`config.mk`:
```
export PLATFORM = sky130hd
export DESIGN_NAME = palette_gradient_color_map
export DESIGN_NICKNAME = d
export VERILOG_FILES = /design/src/rtl/core/pgcm_pkg.sv /design/src/rtl/core/pgcm_cfg.sv /design/src/rtl/core/pgcm_mod.sv /design/src/rtl/core/pgcm_pos.sv /design/src/rtl/core/pgcm_mix.sv /design/src/rtl/core/palette_gradient_color_map.sv
export SDC_FILE = /design/constraint.sdc
export NUM_CORES = 2
export LEC_CHECK = 0
export BUFFER_PORTS_ARGS = -buffer_cell sky130_fd_sc_hd__buf_4
export CAP_MARGIN = 10
export CORE_MARGIN = 1.5
export CORE_UTILIZATION = 45
export CTS_CLUSTER_DIAMETER = 150
export DETAILED_ROUTE_END_ITERATION = 12
export GPL_ROUTABILITY_DRIVEN = 0
export GPL_TIMING_DRIVEN = 1
export PLACE_DENSITY_LB_ADDON = 0.15
export SLEW_MARGIN = 0
export SYNTH_ARGS = -nofsm -noshare
export SYNTH_HDL_FRONTEND = slang
export SYNTH_SLANG_ARGS = --single-unit
```
`constraint.sdc`:
```
create_clock -name clk -period 9.4 [get_ports clk]
set_input_delay 0.47 -clock clk [delete_from_list [all_inputs] [get_ports clk]]
set_output_delay 0.47 -clock clk [all_outputs]
set_load 0.01 [all_outputs]
```
`src/rtl/core/pgcm_pkg.sv`:
```
// Shared constants, register codes and inter-stage types for the gradient color map.
package pgcm_pkg;

  // Palette size and iteration field limits
  localparam int MAX_COLORS   = 4;
  localparam int ITER_BITS    = 16;
  localparam int PALETTE_REGS = 4;

  // Field widths
  localparam int WHOLE_W    = 16;
  localparam int FRAC_W     = 8;
  localparam int CH_W       = 8;
  localparam int CHANNELS   = 3;
  localparam int COLOR_W    = CH_W * CHANNELS;
  localparam int CNT_W      = 3;
  localparam int CFG_IDX_W  = 3;
  localparam int CFG_DATA_W = COLOR_W;

  // Derived widths: segment index, fixed-point iteration value, scaled position
  localparam int SEG_W  = $clog2(MAX_COLORS);
  localparam int J_W    = WHOLE_W + FRAC_W;
  localparam int N_W    = J_W + SEG_W;
  localparam int Q_W    = FRAC_W + SEG_W;
  localparam int PROD_W = CH_W + FRAC_W;

  // Accept edge to result strobe: input stage, remainder steps, multiply stage,
  // quotient steps, segment stage, product stage, output stage
  localparam int PIPE_DEPTH = WHOLE_W + Q_W + 5;

  localparam logic [WHOLE_W-1:0] WHOLE_MASK =
    (ITER_BITS >= WHOLE_W) ? {WHOLE_W{1'b1}} : WHOLE_W'((1 << ITER_BITS) - 1);

  // Register reset values
  localparam logic [WHOLE_W-1:0] MAX_ITER_RST    = WHOLE_W'(256);
  localparam logic [WHOLE_W-1:0] CYCLE_LEN_RST   = '0;
  localparam logic [CNT_W-1:0]   COLOR_COUNT_RST = CNT_W'(2);
  localparam logic [COLOR_W-1:0] PALETTE_1_RST   = {COLOR_W{1'b1}};

  // Configuration register indexes
  typedef enum logic [CFG_IDX_W-1:0] {
    REG_MAX_ITER,
    REG_CYCLE_LEN,
    REG_COLOR_COUNT,
    REG_PALETTE_0,
    REG_PALETTE_1,
    REG_PALETTE_2,
    REG_PALETTE_3
  } cfg_reg_t;

  // Decoded configuration seen by the datapath
  typedef struct packed {
    logic                                cycling;
    logic [WHOLE_W-1:0]                  divisor;
    logic [SEG_W-1:0]                    cols_m1;
    logic [MAX_COLORS-1:0][COLOR_W-1:0]  palette;
  } cfg_t;

  // Remainder pipeline result
  typedef struct packed {
    logic               vld;
    logic [WHOLE_W-1:0] whole;
    logic [FRAC_W-1:0]  frac;
    logic [WHOLE_W-1:0] rem;
    logic               ovf;
  } mod_res_t;

  // Segment and blend weight for the mixer
  typedef struct packed {
    logic              vld;
    logic [SEG_W-1:0]  seg;
    logic [FRAC_W-1:0] wgt;
  } mix_req_t;

endpackage

```
`src/rtl/core/pgcm_cfg.sv`:
```
// Configuration register file and decode of divisor, cycling mode and color count.
module pgcm_cfg (
  input  logic                           clk,
  input  logic                           rst_n,
  input  logic                           cfg_valid,
  output logic                           cfg_ready,
  input  logic [pgcm_pkg::CFG_IDX_W-1:0]  cfg_index,
  input  logic [pgcm_pkg::CFG_DATA_W-1:0] cfg_data,
  output pgcm_pkg::cfg_t                 cfg
);
  import pgcm_pkg::*;

  localparam logic [CNT_W:0] MAX_CNT = (CNT_W + 1)'(MAX_COLORS);
  localparam logic [CNT_W:0] MIN_CNT = (CNT_W + 1)'(2);

  logic [WHOLE_W-1:0]   max_iter_r;
  logic [WHOLE_W-1:0]   cycle_len_r;
  logic [CNT_W-1:0]     color_count_r;
  logic [COLOR_W-1:0]   palette_r [MAX_COLORS];
  logic [CFG_IDX_W-1:0] slot;
  logic [CNT_W:0]       cnt_clamp;

  // Writes are always taken
  assign cfg_ready = 1'b1;
  assign slot      = cfg_index - CFG_IDX_W'(REG_PALETTE_0);

  // Hold the registers, update on a write transaction
  always_ff @(posedge clk) begin
    if (!rst_n) begin
      max_iter_r    <= MAX_ITER_RST;
      cycle_len_r   <= CYCLE_LEN_RST;
      color_count_r <= COLOR_COUNT_RST;
      for (int i = 0; i < MAX_COLORS; i++) begin
        palette_r[i] <= (i == 1) ? PALETTE_1_RST : '0;
      end
    end else if (cfg_valid) begin
      unique case (cfg_reg_t'(cfg_index)) inside
        REG_MAX_ITER:    max_iter_r    <= cfg_data[WHOLE_W-1:0];
        REG_CYCLE_LEN:   cycle_len_r   <= cfg_data[WHOLE_W-1:0];
        REG_COLOR_COUNT: color_count_r <= cfg_data[CNT_W-1:0];
        REG_PALETTE_0, REG_PALETTE_1, REG_PALETTE_2, REG_PALETTE_3: begin
          // drop writes to slots the palette does not have
          if (int'(slot) < MAX_COLORS) begin
            palette_r[slot[SEG_W-1:0]] <= cfg_data[COLOR_W-1:0];
          end
        end
        default: ;
      endcase
    end
  end

  // Clamp the color count into the supported range
  always_comb begin
    if ({1'b0, color_count_r} < MIN_CNT) begin
      cnt_clamp = MIN_CNT;
    end else if ({1'b0, color_count_r} > MAX_CNT) begin
      cnt_clamp = MAX_CNT;
    end else begin
      cnt_clamp = {1'b0, color_count_r};
    end
  end

  // Decode divisor and mode; a zero limit acts as one
  always_comb begin
    cfg.cycling = (cycle_len_r >= WHOLE_W'(2));
    if (cfg.cycling) begin
      cfg.divisor = cycle_len_r - WHOLE_W'(1);
    end else if (max_iter_r == '0) begin
      cfg.divisor = WHOLE_W'(1);
    end else begin
      cfg.divisor = max_iter_r;
    end
    cfg.cols_m1 = SEG_W'(cnt_clamp - (CNT_W + 1)'(1));
    for (int i = 0; i < MAX_COLORS; i++) begin
      cfg.palette[i] = palette_r[i];
    end
  end

endmodule

```
`src/rtl/core/pgcm_mod.sv`:
```
// Bit-per-stage remainder pipeline: whole part modulo the divisor, plus overflow flag.
module pgcm_mod (
  input  logic                        clk,
  input  logic                        rst_n,
  input  logic                        in_vld,
  input  logic [pgcm_pkg::WHOLE_W-1:0] in_whole,
  input  logic [pgcm_pkg::FRAC_W-1:0]  in_frac,
  input  pgcm_pkg::cfg_t              cfg,
  output pgcm_pkg::mod_res_t          res
);
  import pgcm_pkg::*;

  localparam int STEPS = WHOLE_W;

  logic               vld_r   [0:STEPS];
  logic               ovf_r   [0:STEPS];
  logic [WHOLE_W-1:0] whole_r [0:STEPS];
  logic [WHOLE_W-1:0] rem_r   [0:STEPS];
  logic [FRAC_W-1:0]  frac_r  [0:STEPS];

  // Capture the transaction
  always_ff @(posedge clk) begin
    if (!rst_n) begin
      vld_r[0] <= 1'b0;
    end else begin
      vld_r[0] <= in_vld;
    end
  end

  always_ff @(posedge clk) begin
    whole_r[0] <= in_whole & WHOLE_MASK;
    frac_r[0]  <= in_frac;
    rem_r[0]   <= '0;
    ovf_r[0]   <= 1'b0;
  end

  // One restoring step per stage, most significant bit first
  for (genvar k = 0; k < STEPS; k++) begin : g_step
    logic [WHOLE_W:0] shl;
    logic [WHOLE_W:0] diff;
    logic             ge;
    logic [WHOLE_W-1:0] rem_nxt;

    assign shl     = {rem_r[k], whole_r[k][WHOLE_W-1-k]};
    assign diff    = shl - {1'b0, cfg.divisor};
    assign ge      = (shl >= {1'b0, cfg.divisor});
    assign rem_nxt = ge ? diff[WHOLE_W-1:0] : shl[WHOLE_W-1:0];

    always_ff @(posedge clk) begin
      if (!rst_n) begin
        vld_r[k+1] <= 1'b0;
      end else begin
        vld_r[k+1] <= vld_r[k];
      end
    end

    // Advance payload; any nonzero quotient bit marks whole >= divisor
    always_ff @(posedge clk) begin
      rem_r[k+1]   <= rem_nxt;
      whole_r[k+1] <= whole_r[k];
      frac_r[k+1]  <= frac_r[k];
      ovf_r[k+1]   <= ovf_r[k] | ge;
    end
  end

  assign res.vld   = vld_r[STEPS];
  assign res.whole = whole_r[STEPS];
  assign res.frac  = frac_r[STEPS];
  assign res.rem   = rem_r[STEPS];
  assign res.ovf   = ovf_r[STEPS];

endmodule

```
`src/rtl/core/pgcm_pos.sv`:
```
// Scaled position: iteration times segment count, divided bit by bit, then clamped.
module pgcm_pos (
  input  logic               clk,
  input  logic               rst_n,
  input  pgcm_pkg::mod_res_t src,
  input  pgcm_pkg::cfg_t     cfg,
  output pgcm_pkg::mix_req_t req
);
  import pgcm_pkg::*;

  logic [J_W-1:0]     j;
  logic [N_W-1:0]     n_prod;
  logic               vld_r   [0:Q_W];
  logic               clamp_r [0:Q_W];
  logic [WHOLE_W-1:0] rem_r   [0:Q_W];
  logic [Q_W-1:0]     nlo_r   [0:Q_W];
  logic [Q_W-1:0]     quo_r   [0:Q_W];
  mix_req_t           req_r;
  mix_req_t           req_nxt;

  // Pick the wrapped or raw position and scale by the segment count
  assign j      = cfg.cycling ? {src.rem, src.frac} : {src.whole, src.frac};
  assign n_prod = N_W'(j) * N_W'(cfg.cols_m1);

  always_ff @(posedge clk) begin
    if (!rst_n) begin
      vld_r[0] <= 1'b0;
    end else begin
      vld_r[0] <= src.vld;
    end
  end

  // Upper bits start below the divisor, so only Q_W quotient bits remain
  always_ff @(posedge clk) begin
    rem_r[0]   <= n_prod[N_W-1:Q_W];
    nlo_r[0]   <= n_prod[Q_W-1:0];
    quo_r[0]   <= '0;
    clamp_r[0] <= src.ovf & ~cfg.cycling;
  end

  for (genvar k = 0; k < Q_W; k++) begin : g_step
    logic [WHOLE_W:0]   shl;
    logic [WHOLE_W:0]   diff;
    logic               ge;
    logic [WHOLE_W-1:0] rem_nxt;

    assign shl     = {rem_r[k], nlo_r[k][Q_W-1-k]};
    assign diff    = shl - {1'b0, cfg.divisor};
    assign ge      = (shl >= {1'b0, cfg.divisor});
    assign rem_nxt = ge ? diff[WHOLE_W-1:0] : shl[WHOLE_W-1:0];

    always_ff @(posedge clk) begin
      if (!rst_n) begin
        vld_r[k+1] <= 1'b0;
      end else begin
        vld_r[k+1] <= vld_r[k];
      end
    end

    // Shift in one quotient bit per stage
    always_ff @(posedge clk) begin
      rem_r[k+1]   <= rem_nxt;
      nlo_r[k+1]   <= nlo_r[k];
      quo_r[k+1]   <= {quo_r[k][Q_W-2:0], ge};
      clamp_r[k+1] <= clamp_r[k];
    end
  end

  // Split into segment and weight; past the top, hold just below one
  always_comb begin
    req_nxt.vld = vld_r[Q_W];
    if (clamp_r[Q_W]) begin
      req_nxt.seg = cfg.cols_m1 - SEG_W'(1);
      req_nxt.wgt = '1;
    end else begin
      req_nxt.seg = quo_r[Q_W][Q_W-1:FRAC_W];
      req_nxt.wgt = quo_r[Q_W][FRAC_W-1:0];
    end
  end

  always_ff @(posedge clk) begin
    if (!rst_n) begin
      req_r.vld <= 1'b0;
    end else begin
      req_r.vld <= req_nxt.vld;
    end
  end

  always_ff @(posedge clk) begin
    req_r.seg <= req_nxt.seg;
    req_r.wgt <= req_nxt.wgt;
  end

  assign req = req_r;

endmodule

```
`src/rtl/core/pgcm_mix.sv`:
```
// Per-channel linear blend between adjacent palette colors.
module pgcm_mix (
  input  logic                     clk,
  input  logic                     rst_n,
  input  pgcm_pkg::mix_req_t       req,
  input  pgcm_pkg::cfg_t           cfg,
  output logic                     out_vld,
  output logic [pgcm_pkg::CH_W-1:0] out_red,
  output logic [pgcm_pkg::CH_W-1:0] out_green,
  output logic [pgcm_pkg::CH_W-1:0] out_blue
);
  import pgcm_pkg::*;

  localparam int CH_BLUE  = 0;
  localparam int CH_GREEN = 1;
  localparam int CH_RED   = 2;

  logic [SEG_W-1:0]   seg_hi;
  logic [COLOR_W-1:0] lo_color;
  logic [COLOR_W-1:0] hi_color;
  logic [PROD_W-1:0]  inv_w;
  logic [PROD_W-1:0]  wgt_ext;
  logic [PROD_W-1:0]  prod_lo_nxt [CHANNELS];
  logic [PROD_W-1:0]  prod_hi_nxt [CHANNELS];
  logic [PROD_W-1:0]  prod_lo_r   [CHANNELS];
  logic [PROD_W-1:0]  prod_hi_r   [CHANNELS];
  logic [CH_W-1:0]    chan_nxt    [CHANNELS];
  logic [CH_W-1:0]    chan_r      [CHANNELS];
  logic               prod_vld_r;
  logic               out_vld_r;

  // Fetch the two end colors of the segment
  assign seg_hi   = req.seg + SEG_W'(1);
  assign lo_color = cfg.palette[req.seg];
  assign hi_color = cfg.palette[seg_hi];
  assign wgt_ext  = PROD_W'(req.wgt);
  assign inv_w    = PROD_W'(1 << FRAC_W) - wgt_ext;

  // Weight each end; products fit PROD_W bits
  always_comb begin
    for (int ch = 0; ch < CHANNELS; ch++) begin
      prod_lo_nxt[ch] = PROD_W'(lo_color[ch*CH_W +: CH_W]) * inv_w;
      prod_hi_nxt[ch] = PROD_W'(hi_color[ch*CH_W +: CH_W]) * wgt_ext;
    end
  end

  always_ff @(posedge clk) begin
    if (!rst_n) begin
      prod_vld_r <= 1'b0;
      out_vld_r  <= 1'b0;
    end else begin
      prod_vld_r <= req.vld;
      out_vld_r  <= prod_vld_r;
    end
  end

  // Sum and drop the fraction
  always_comb begin
    logic [PROD_W:0] sum;
    sum = '0;
    for (int ch = 0; ch < CHANNELS; ch++) begin
      sum          = {1'b0, prod_lo_r[ch]} + {1'b0, prod_hi_r[ch]};
      chan_nxt[ch] = sum[PROD_W-1:FRAC_W];
    end
  end

  always_ff @(posedge clk) begin
    for (int ch = 0; ch < CHANNELS; ch++) begin
      prod_lo_r[ch] <= prod_lo_nxt[ch];
      prod_hi_r[ch] <= prod_hi_nxt[ch];
      chan_r[ch]    <= chan_nxt[ch];
    end
  end

  assign out_vld   = out_vld_r;
  assign out_red   = chan_r[CH_RED];
  assign out_green = chan_r[CH_GREEN];
  assign out_blue  = chan_r[CH_BLUE];

endmodule

```
`src/rtl/core/palette_gradient_color_map.sv`:
```
// Top level of the gradient palette color map: ports, pipeline wiring and checks.
//
// Takes one iteration value (whole part plus 8-bit fraction) per clock and
// returns its RGB color, strobed by out_valid for one cycle; busy stays low,
// so a new transaction may be started every cycle, and results come out in
// order with no way for the receiver to hold them off. The pipeline is made
// up mostly of the two restoring dividers, one bit per stage: 16 stages for
// the whole part modulo the period (or the overflow test against the limit)
// and 10 stages for the scaled position, plus five stages of input, multiply,
// segment select and blend. Configuration writes are always ready and apply
// to transactions started after them; write only while no transaction is in
// flight.
module palette_gradient_color_map (
  input  logic                            clk,
  input  logic                            rst_n,
  input  logic                            start,
  output logic                            busy,
  input  logic [pgcm_pkg::WHOLE_W-1:0]    in_iteration_whole,
  input  logic [pgcm_pkg::FRAC_W-1:0]     in_iteration_fraction,
  output logic                            out_valid,
  output logic [pgcm_pkg::CH_W-1:0]       out_red,
  output logic [pgcm_pkg::CH_W-1:0]       out_green,
  output logic [pgcm_pkg::CH_W-1:0]       out_blue,
  input  logic                            cfg_valid,
  output logic                            cfg_ready,
  input  logic [pgcm_pkg::CFG_IDX_W-1:0]  cfg_index,
  input  logic [pgcm_pkg::CFG_DATA_W-1:0] cfg_data
);
  import pgcm_pkg::*;

  cfg_t     cfg;
  mod_res_t mod_res;
  mix_req_t mix_req;
  logic     in_accept;

  // Fully pipelined: never stall the source
  assign busy      = 1'b0;
  assign in_accept = start && !busy;

  pgcm_cfg u_cfg (
    .clk       (clk),
    .rst_n     (rst_n),
    .cfg_valid (cfg_valid),
    .cfg_ready (cfg_ready),
    .cfg_index (cfg_index),
    .cfg_data  (cfg_data),
    .cfg       (cfg)
  );

  pgcm_mod u_mod (
    .clk      (clk),
    .rst_n    (rst_n),
    .in_vld   (in_accept),
    .in_whole (in_iteration_whole),
    .in_frac  (in_iteration_fraction),
    .cfg      (cfg),
    .res      (mod_res)
  );

  pgcm_pos u_pos (
    .clk   (clk),
    .rst_n (rst_n),
    .src   (mod_res),
    .cfg   (cfg),
    .req   (mix_req)
  );

  pgcm_mix u_mix (
    .clk       (clk),
    .rst_n     (rst_n),
    .req       (mix_req),
    .cfg       (cfg),
    .out_vld   (out_valid),
    .out_red   (out_red),
    .out_green (out_green),
    .out_blue  (out_blue)
  );

  // Every accepted transaction yields a strobe after the fixed latency
  a_accept_to_result: assert property (@(posedge clk) disable iff (!rst_n)
    in_accept |-> ##PIPE_DEPTH out_valid)
    else $error("accepted transaction produced no result at pipeline latency");

  // No strobe without a matching accepted transaction
  a_result_from_accept: assert property (@(posedge clk) disable iff (!rst_n)
    out_valid |-> $past(in_accept, PIPE_DEPTH))
    else $error("result strobe without a matching accepted transaction");

  // The selected segment always has a color above it in the palette
  a_segment_in_range: assert property (@(posedge clk) disable iff (!rst_n)
    mix_req.vld |-> (mix_req.seg < cfg.cols_m1))
    else $error("segment index beyond the last palette pair");

endmodule

```
## After elaboration in Yosys (flattened, before gate mapping)

Memory sizes are Yosys's and may differ from the RTL's. A register that Yosys moved wholly into a read port is not among the register bits.
Cells that the tools add are included.
W data, S select, Z words.

| storage, ports and cells | value |
|---|---|
| output and inout port bits | 27 |
| memories | 14 |
| bits of input ports | 55 |
| bits in writable memories | 1348 |
| bits in read-only memories | 0 |
| word-level logic and storage cells | 229 |
| latch bits | 0 |
| register bits | 47 |

| operators by class | value |
|---|---|
| bitwise operators | 46 |
| equality and inequality tests | 6 |
| $lt $le $gt $ge | 32 |
| mux-type cells | 74 |
| multiply operators | 7 |
| reductions and logical operators | 8 |
| $add $sub $neg | 35 |
| shift operators | 0 |
| divide/modulo/power cells | 0 |

Memory list:

| memory | depth | bits a word | rd ports | clocked after memory_dff | write ports | RTL line | RTL |
|---|---|---|---|---|---|---|---|
| u_mod.rem_r | 17 | 16 | 17 | 0 | 17 | pgcm_mod.sv:18 | `logic [WHOLE_W-1:0] rem_r [0:STEPS];` |
| u_mod.whole_r | 17 | 16 | 17 | 0 | 17 | pgcm_mod.sv:17 | `logic [WHOLE_W-1:0] whole_r [0:STEPS];` |
| u_pos.rem_r | 11 | 16 | 10 | 0 | 11 | pgcm_pos.sv:15 | `logic [WHOLE_W-1:0] rem_r [0:Q_W];` |
| u_mod.frac_r | 17 | 8 | 17 | 0 | 17 | pgcm_mod.sv:19 | `logic [FRAC_W-1:0] frac_r [0:STEPS];` |
| u_pos.nlo_r | 11 | 10 | 10 | 0 | 11 | pgcm_pos.sv:16 | `logic [Q_W-1:0] nlo_r [0:Q_W];` |
| u_pos.quo_r | 11 | 10 | 11 | 0 | 11 | pgcm_pos.sv:17 | `logic [Q_W-1:0] quo_r [0:Q_W];` |
| +8 memories | n/a | n/a | n/a | n/a | n/a | n/a |  |

Operator list:

| operator | count |
|---|---|
| $mux W16 | 28 |
| $ge A17 B16 Y1 | 26 |
| $sub A16 B16 Y16 | 26 |
| $bmux W24 S2 | 2 |
| $mux W24 | 4 |
| $add A16 B16 Y16 | 3 |
| $mul A8 B16 Y16 | 3 |
| $mul A8 B8 Y16 | 3 |
| $or A1 B1 Y1 | 44 |
| $mux W1 | 36 |
| $mul A24 B2 Y26 | 1 |
| $reduce_or A24 Y1 | 1 |
| $ge A16 B2 Y1 const B | 1 |
| $logic_not A16 Y1 | 1 |
| $sub A16 B1 Y16 const B | 1 |
| $mux W10 | 1 |
| $sub A9 B8 Y10 const A | 1 |
| $eq A3 B3 Y1 const B | 3 |
| $eq A3 B2 Y1 const B | 2 |
| $lt A2 B3 Y1 const B | 2 |
| $mux W2 | 3 |
| $reduce_and A2 Y1 | 3 |
| $reduce_or A4 Y1 | 1 |
| $sub A2 B1 Y2 const B | 2 |
| 10 further kinds | 10 |

## Depth between registers and ports, before layout

| depth | value |
|---|---|
| depth in word-level cells | 9 |
| mapped depth | 23 |

## Hierarchy

A second synthesis with hierarchy kept.

| second synthesis, totals | value |
|---|---|
| cell total of the unflattened synthesis | 6828 |
| area, all modules | 68139.1 um^2 |

By module, submodules not included:

| module | cells each | area an instance (um^2) | instances |
|---|---|---|---|
| pgcm_mod | 2579 | 28041.9 | 1 |
| pgcm_mix | 2005 | 17904.7 | 1 |
| pgcm_pos | 1773 | 16603.4 | 1 |
| pgcm_cfg | 469 | 5577.8 | 1 |
| palette_gradient_color_map | 2 | 11.3 | 1 |

## Least setup slack after synthesis

Ideal clock, no wire load.

| path | value |
|---|---|
| path type | reg-to-reg |
| from | register u_cfg.cycle_len_r[2] |
| to | memory u_mod.rem_r[13][8] (netlist: u_mod.rem_r[0][216]) |
| slack | 2.047 ns |
| arrival time | 7.232 ns |
| period minus slack after synthesis | 7.353 ns |
| cell stages (with the launch flop) | 15 |
| cells stage by stage | dfxtp_1 -> nor4_4 -> and3_1 -> nand2_1 -> o21ai_1 -> ha_1 -> nor2b_1 -> o21a_1 -> o211ai_1 -> a31oi_1 -> o41ai_1 -> nand2_1 -> a221oi_2 -> buf_4 -> mux2_2 |

RTL lines:

| item | RTL line | RTL |
|---|---|---|
| from (decl) | pgcm_cfg.sv:17 | `logic [WHOLE_W-1:0] cycle_len_r;` |
| from (signal assigned) | pgcm_cfg.sv:39 | `REG_CYCLE_LEN: cycle_len_r <= cfg_data[WHOLE_W-1:0];` |
| to (decl) | pgcm_mod.sv:18 |  |

==> tab_implementation.tex <==
\begin{tabular}{lr}
\hline
Metric & Value \\
\hline
\multicolumn{2}{l}{\textbf{Outcome}} \\
\quad Run status & completed \\
\multicolumn{2}{l}{\textbf{Setup path}} \\
\quad Path depth of the worst reg2reg path & 18 \\
\quad Buf/Inv on CP & 3 \\
\quad Slowest stage cell, crit path & sky130\_fd\_sc\_hd\_\_a21oi\_1 \\
\quad Worst setup path endpoint & u\_mix.prod\_lo\_r[0][13] \\
\quad Critical path data required time & $\sim$10 ns \\
\quad Arrival time of the worst setup path & around 7.2 ns \\
\quad Peak fanout along the critical path & 45 \\
\quad Launch point of the worst path & u\_pos.req[9] \\
\quad Critical Path Most Common Cell & sky130\_fd\_sc\_hd\_\_fa\_1 \\
\quad Startpoint type of the worst setup path & flip-flop \\
\quad Setup slack of the worst register-to-register path & 2.89 ns \\
\quad Total number of cells along the worst setup path & 18 \\
\quad RR Endpoint & u\_mix.prod\_lo\_r[0][13] \\
\quad Largest delay share family, worst path & adder cells \\
\quad Peak per-stage delay on the critical path & 0.83 ns \\
\quad Critical Path, Cell by Cell & buf\_4, mux2\_2, a21oi\_1, nor2b\_1, fa\_1, fa\_1, inv\_1, fa\_1, fa\_1, inv\_1, ha\_1, o21a\_1, nor2\_1, o21bai\_1, a31o\_2, a41oi\_1, nor2b\_1, xnor2\_1 \\
\quad Element type at the critical path end & flip-flop \\
\quad Launch instance of the worst register-to-register path & u\_pos.req[9] \\
\quad Type of the worst setup path & reg -> reg \\
\multicolumn{2}{l}{\textbf{Die}} \\
\quad Count of pins on the block boundary & slightly above 80 \\
\quad Row Count & between 100 and 150 \\
\quad Chip height & 389.0 um \\
\quad Floorplan core area & $\sim$0.15 mm\^{}2 \\
\quad Chip Width & 389.0 um \\
\quad Initial Utilization & 0.4535 \\
\quad Area enclosed by the die boundary & between 0.15 and 0.2 mm\^{}2 \\
\multicolumn{2}{l}{\textbf{Clock tree}} \\
\quad Max Buffers Root-to-Sink & 3 \\
\quad Clock root buffer master & sky130\_fd\_sc\_hd\_\_clkbuf\_16 \\
\quad H-Tree Depth & 4 \\
\quad Number of post-CTS setup repair buffers & 0 \\
\quad Number of buffers added to fix hold violations after cts & 43 \\
\quad Clock-pin transition on the worst setup and hold timing paths & roughly 0.06 ns \\
\quad Number of gates resized after cts & 0 \\
\quad Clock tree from TritonCTS & built \\
\quad Worst skew pair latency & a little under 0.8 ns \\
\quad Count of clock tree sinks & 1253 \\
\quad Num CTS Buffers & between 100 and 150 \\
\multicolumn{2}{l}{\textbf{Synthesis}} \\
\quad Post-Synthesis Net Count & 7741 \\
\quad Area share of the largest cell type after synthesis & 0.3455 \\
\quad Xor and xnor fraction of the mapped netlist area & 0.05252 \\
\quad Number of library cell types mapped by synthesis & a little over 90 \\
\quad Main combinational cell family by area after synthesis & adder cells \\
\quad Area of the mapped netlist & between 0.06 and 0.07 mm\^{}2 \\
\quad Post-synthesis share of cell area spent on full adders, half adders and majority gates & 0.2047 \\
\quad Syn Area/Cell & 9.942 um\^{}2 \\
\quad Count of flip-flops with a built-in enable after synthesis & 96 \\
\quad Compound-gate portion of the synthesized area & 0.1294 \\
\quad Most area-consuming cells after synthesis & sky130\_fd\_sc\_hd\_\_dfxtp\_1 35\%, sky130\_fd\_sc\_hd\_\_ha\_1 13\%, sky130\_fd\_sc\_hd\_\_fa\_1 7.6\% \\
\quad Fraction of synthesized area in multiplexers & 0.05526 \\
\quad Synthesized instance count & 6743 \\
\quad Post-synthesis sequential area ratio & 0.3885 \\
\quad Main synth FF type & sky130\_fd\_sc\_hd\_\_dfxtp\_1 \\
\quad FF+latch count, synth & 1253 \\
\quad Synth Warn \# & 0 \\
\quad Post-Synth Simple-Gate Area & 0.1340 \\
\quad Cell type with the highest aggregate area in the netlist & sky130\_fd\_sc\_hd\_\_dfxtp\_1 \\
\quad Fraction of registers with async set or reset after synthesis & 0 \\
\multicolumn{2}{l}{\textbf{GRT}} \\
\quad Antenna violations before repair & 3 \\
\quad Final global-route overflow total & 0 \\
\quad Vias in the first global route & 47.20k \\
\quad Met2 GRT Util & 0.3686 \\
\quad Largest net degree at the start of global routing & 54 \\
\quad Global-route track usage on met3 & 0.02893 \\
\quad Global Route met1 Usage & 0.2592 \\
\quad First-pass GRT wire length & 251000 um \\
\quad Most used routing layer & met2 \\
\quad Global-route usage over all layers & 0.2071 \\
\multicolumn{2}{l}{\textbf{Timing}} \\
\quad Max-Slew Margin vs Limit & 0.2596 \\
\quad Max Clk Rate & 0.1536 GHz \\
\quad Finish-stage setup viols & 0 \\
\quad Least-Margin Pin Slew & 1.111 ns \\
\quad Period minus WS final & 6.512 ns \\
\quad Max-slew violations & 0 \\
\quad Unrepaired setup endpoints after global routing & no \\
\quad Minimum hold slack & 0.05292 ns \\
\quad Setup TNS & 0 ns \\
\quad Number of hold-slack violations in the final timing report & 0 \\
\quad Clock Skew & 0.07745 ns \\
\quad Final Cycle Share & 0.6927 \\
\multicolumn{2}{l}{\textbf{Route}} \\
\quad Detailed-route wire length per cell & 17.59 um \\
\quad Count of antenna-violating nets left after detailed routing & 0 \\
\quad Post-DR vias/cell & 5.280 \\
\quad Routed Wire Length & 157600 um \\
\quad Number of search-and-repair iterations in the first detailed-routing pass & 5 \\
\quad Initial detailed-routing violation count & 2332 \\
\quad Post-route DRC violation count & 0 \\
\quad Total number of vias & 47.29k \\
\multicolumn{2}{l}{\textbf{Worst hold path}} \\
\quad Hold path depth & 2 \\
\quad Worst hold path class & in -> reg \\
\multicolumn{2}{l}{\textbf{Placed design}} \\
\quad Detailed placer's ending HPWL & 115300 um \\
\quad IO buf count & 79 \\
\multicolumn{2}{l}{\textbf{Finish}} \\
\quad Share of final-layout standard cells stronger than drive strength 1 & 0.1040 \\
\quad Final layout net count & 7912 \\
\quad Count of filler cells inserted in the layout & 13.52k \\
\quad Post-synthesis to final-layout area growth & 12.89\% \\
\multicolumn{2}{l}{\textbf{Job}} \\
\quad Number of maximum-capacitance violations & 0 \\
\hline
\end{tabular}
[worst reg2reg max path, delay by kind of cell, from the launching register on]
family                   cells  cell delay [ns]
AO/OA/AOI/OAI                5             1.57
XOR/XNOR                     1             0.13
adder cells (fa/ha/maj)      5             2.36
buffers and inverters        3             0.73
flip-flops                   1             0.62
multiplexers                 1             0.47
AND/OR/NAND/NOR              3             0.54
[stage by stage]
step           utilization  worst slack (ns)  cell area, um^2  instances
2_1_floorplan            -             2.047            67040       6743
3_3_place_gp        0.4747             3.012            70170       8660
3_5_place_dp        0.4747             2.933            70170       8660
4_1_cts             0.5119             2.942            75680       8956
5_1_grt             0.5119             2.532            75680       8956
6_report            0.5119             2.888            75680       8957
[kinds of logic (layout without fill, tap and decap cells)]
kind of cell | Yosys count | in the layout
AND/OR/NAND/NOR | 1811 | 1811
AO/OA/AOI/OAI | 1373 | 1373
flip-flops | 1253 | 1253
adder cells (fa/ha/maj) | 943 | 943
buffers and inverters | 620 | 903
XOR/XNOR | 402 | 402
multiplexers | 339 | 339
other | 2 | 3
[placed cells by master, fill, tap and decap left out, types with 136 or more instances in the layout]
master and n:
sky130_fd_sc_hd__inv_1 469, sky130_fd_sc_hd__a21o_1 147, sky130_fd_sc_hd__ha_1 687, sky130_fd_sc_hd__nor2_1 557, sky130_fd_sc_hd__fa_1 256, sky130_fd_sc_hd__o21ai_0 247, sky130_fd_sc_hd__xor2_1 141, sky130_fd_sc_hd__xnor2_1 259
sky130_fd_sc_hd__clkbuf_16 141, sky130_fd_sc_hd__nand2_1 342, sky130_fd_sc_hd__and2_1 293, sky130_fd_sc_hd__a21oi_1 468, sky130_fd_sc_hd__mux2_2 249, sky130_fd_sc_hd__dfxtp_1 1155, sky130_fd_sc_hd__buf_4 136
[cells in the mapped netlist (110+ instances only)]
library cell,number
sky130_fd_sc_hd__a21o_1,147
sky130_fd_sc_hd__a21oi_1,478
sky130_fd_sc_hd__and2_1,293
sky130_fd_sc_hd__clkbuf_1,110
sky130_fd_sc_hd__dfxtp_1,1157
sky130_fd_sc_hd__fa_1,256
sky130_fd_sc_hd__ha_1,687
sky130_fd_sc_hd__inv_1,469
sky130_fd_sc_hd__mux2_2,249
sky130_fd_sc_hd__nand2_1,343
sky130_fd_sc_hd__nor2_1,559
sky130_fd_sc_hd__nor2b_1,121
sky130_fd_sc_hd__o21ai_0,253
sky130_fd_sc_hd__xnor2_1,260
sky130_fd_sc_hd__xor2_1,142
[routing by layer]
layer	vias to the layer above	wire length, um
met5	-	0
met4	0	4233
met3	237	5369
met2	768	77180
met1	22610	70810
li1	23670	-
[final cells by class]
class,instances,area [um^2],share of cell area
well taps,1930,2415,0.03191
clock buffers,191,4036,0.05334
flip-flops and latches,1253,26050,0.3442
clock inverters,62,1035,0.01367
repair buffers,179,1451,0.01918
inverters,471,1768,0.02336
multi-input cells,4870,38920,0.5143
diodes,1,2.502,0.00003307
[sequential cells by signal (all words and copies together), names as in the netlist, 17 cells and up]
register	cells
u_cfg.palette_r	96
u_mix.chan_r	24
u_mix.prod_hi_r	48
u_mix.prod_lo_r	48
u_mod.frac_r	136
u_mod.rem_r	256
u_mod.vld_r	17
u_mod.whole_r	272
u_pos.nlo_r	55
u_pos.quo_r	55
u_pos.rem_r	160
[worst min path at each step]
stage	from	slack (ns)	to
CTS	rst_n	0.008	u_cfg.color_count_r[1]
global placement	u_mod.whole_r[0][74]	0.31	u_mod.whole_r[0][90]
detailed placement	u_mod.frac_r[0][92]	0.31	u_mod.frac_r[0][100]
floorplan	u_mod.frac_r[0][92]	0.31	u_mod.frac_r[0][100]
global route	cfg_data[17]	0.03	u_cfg.palette_r[1][17]
finish	cfg_data[17]	0.05	u_cfg.palette_r[1][17]
Power is left out: the tool's default activity adds up to more than one toggle a clock period on the data nets, which glitch-free logic cannot reach.
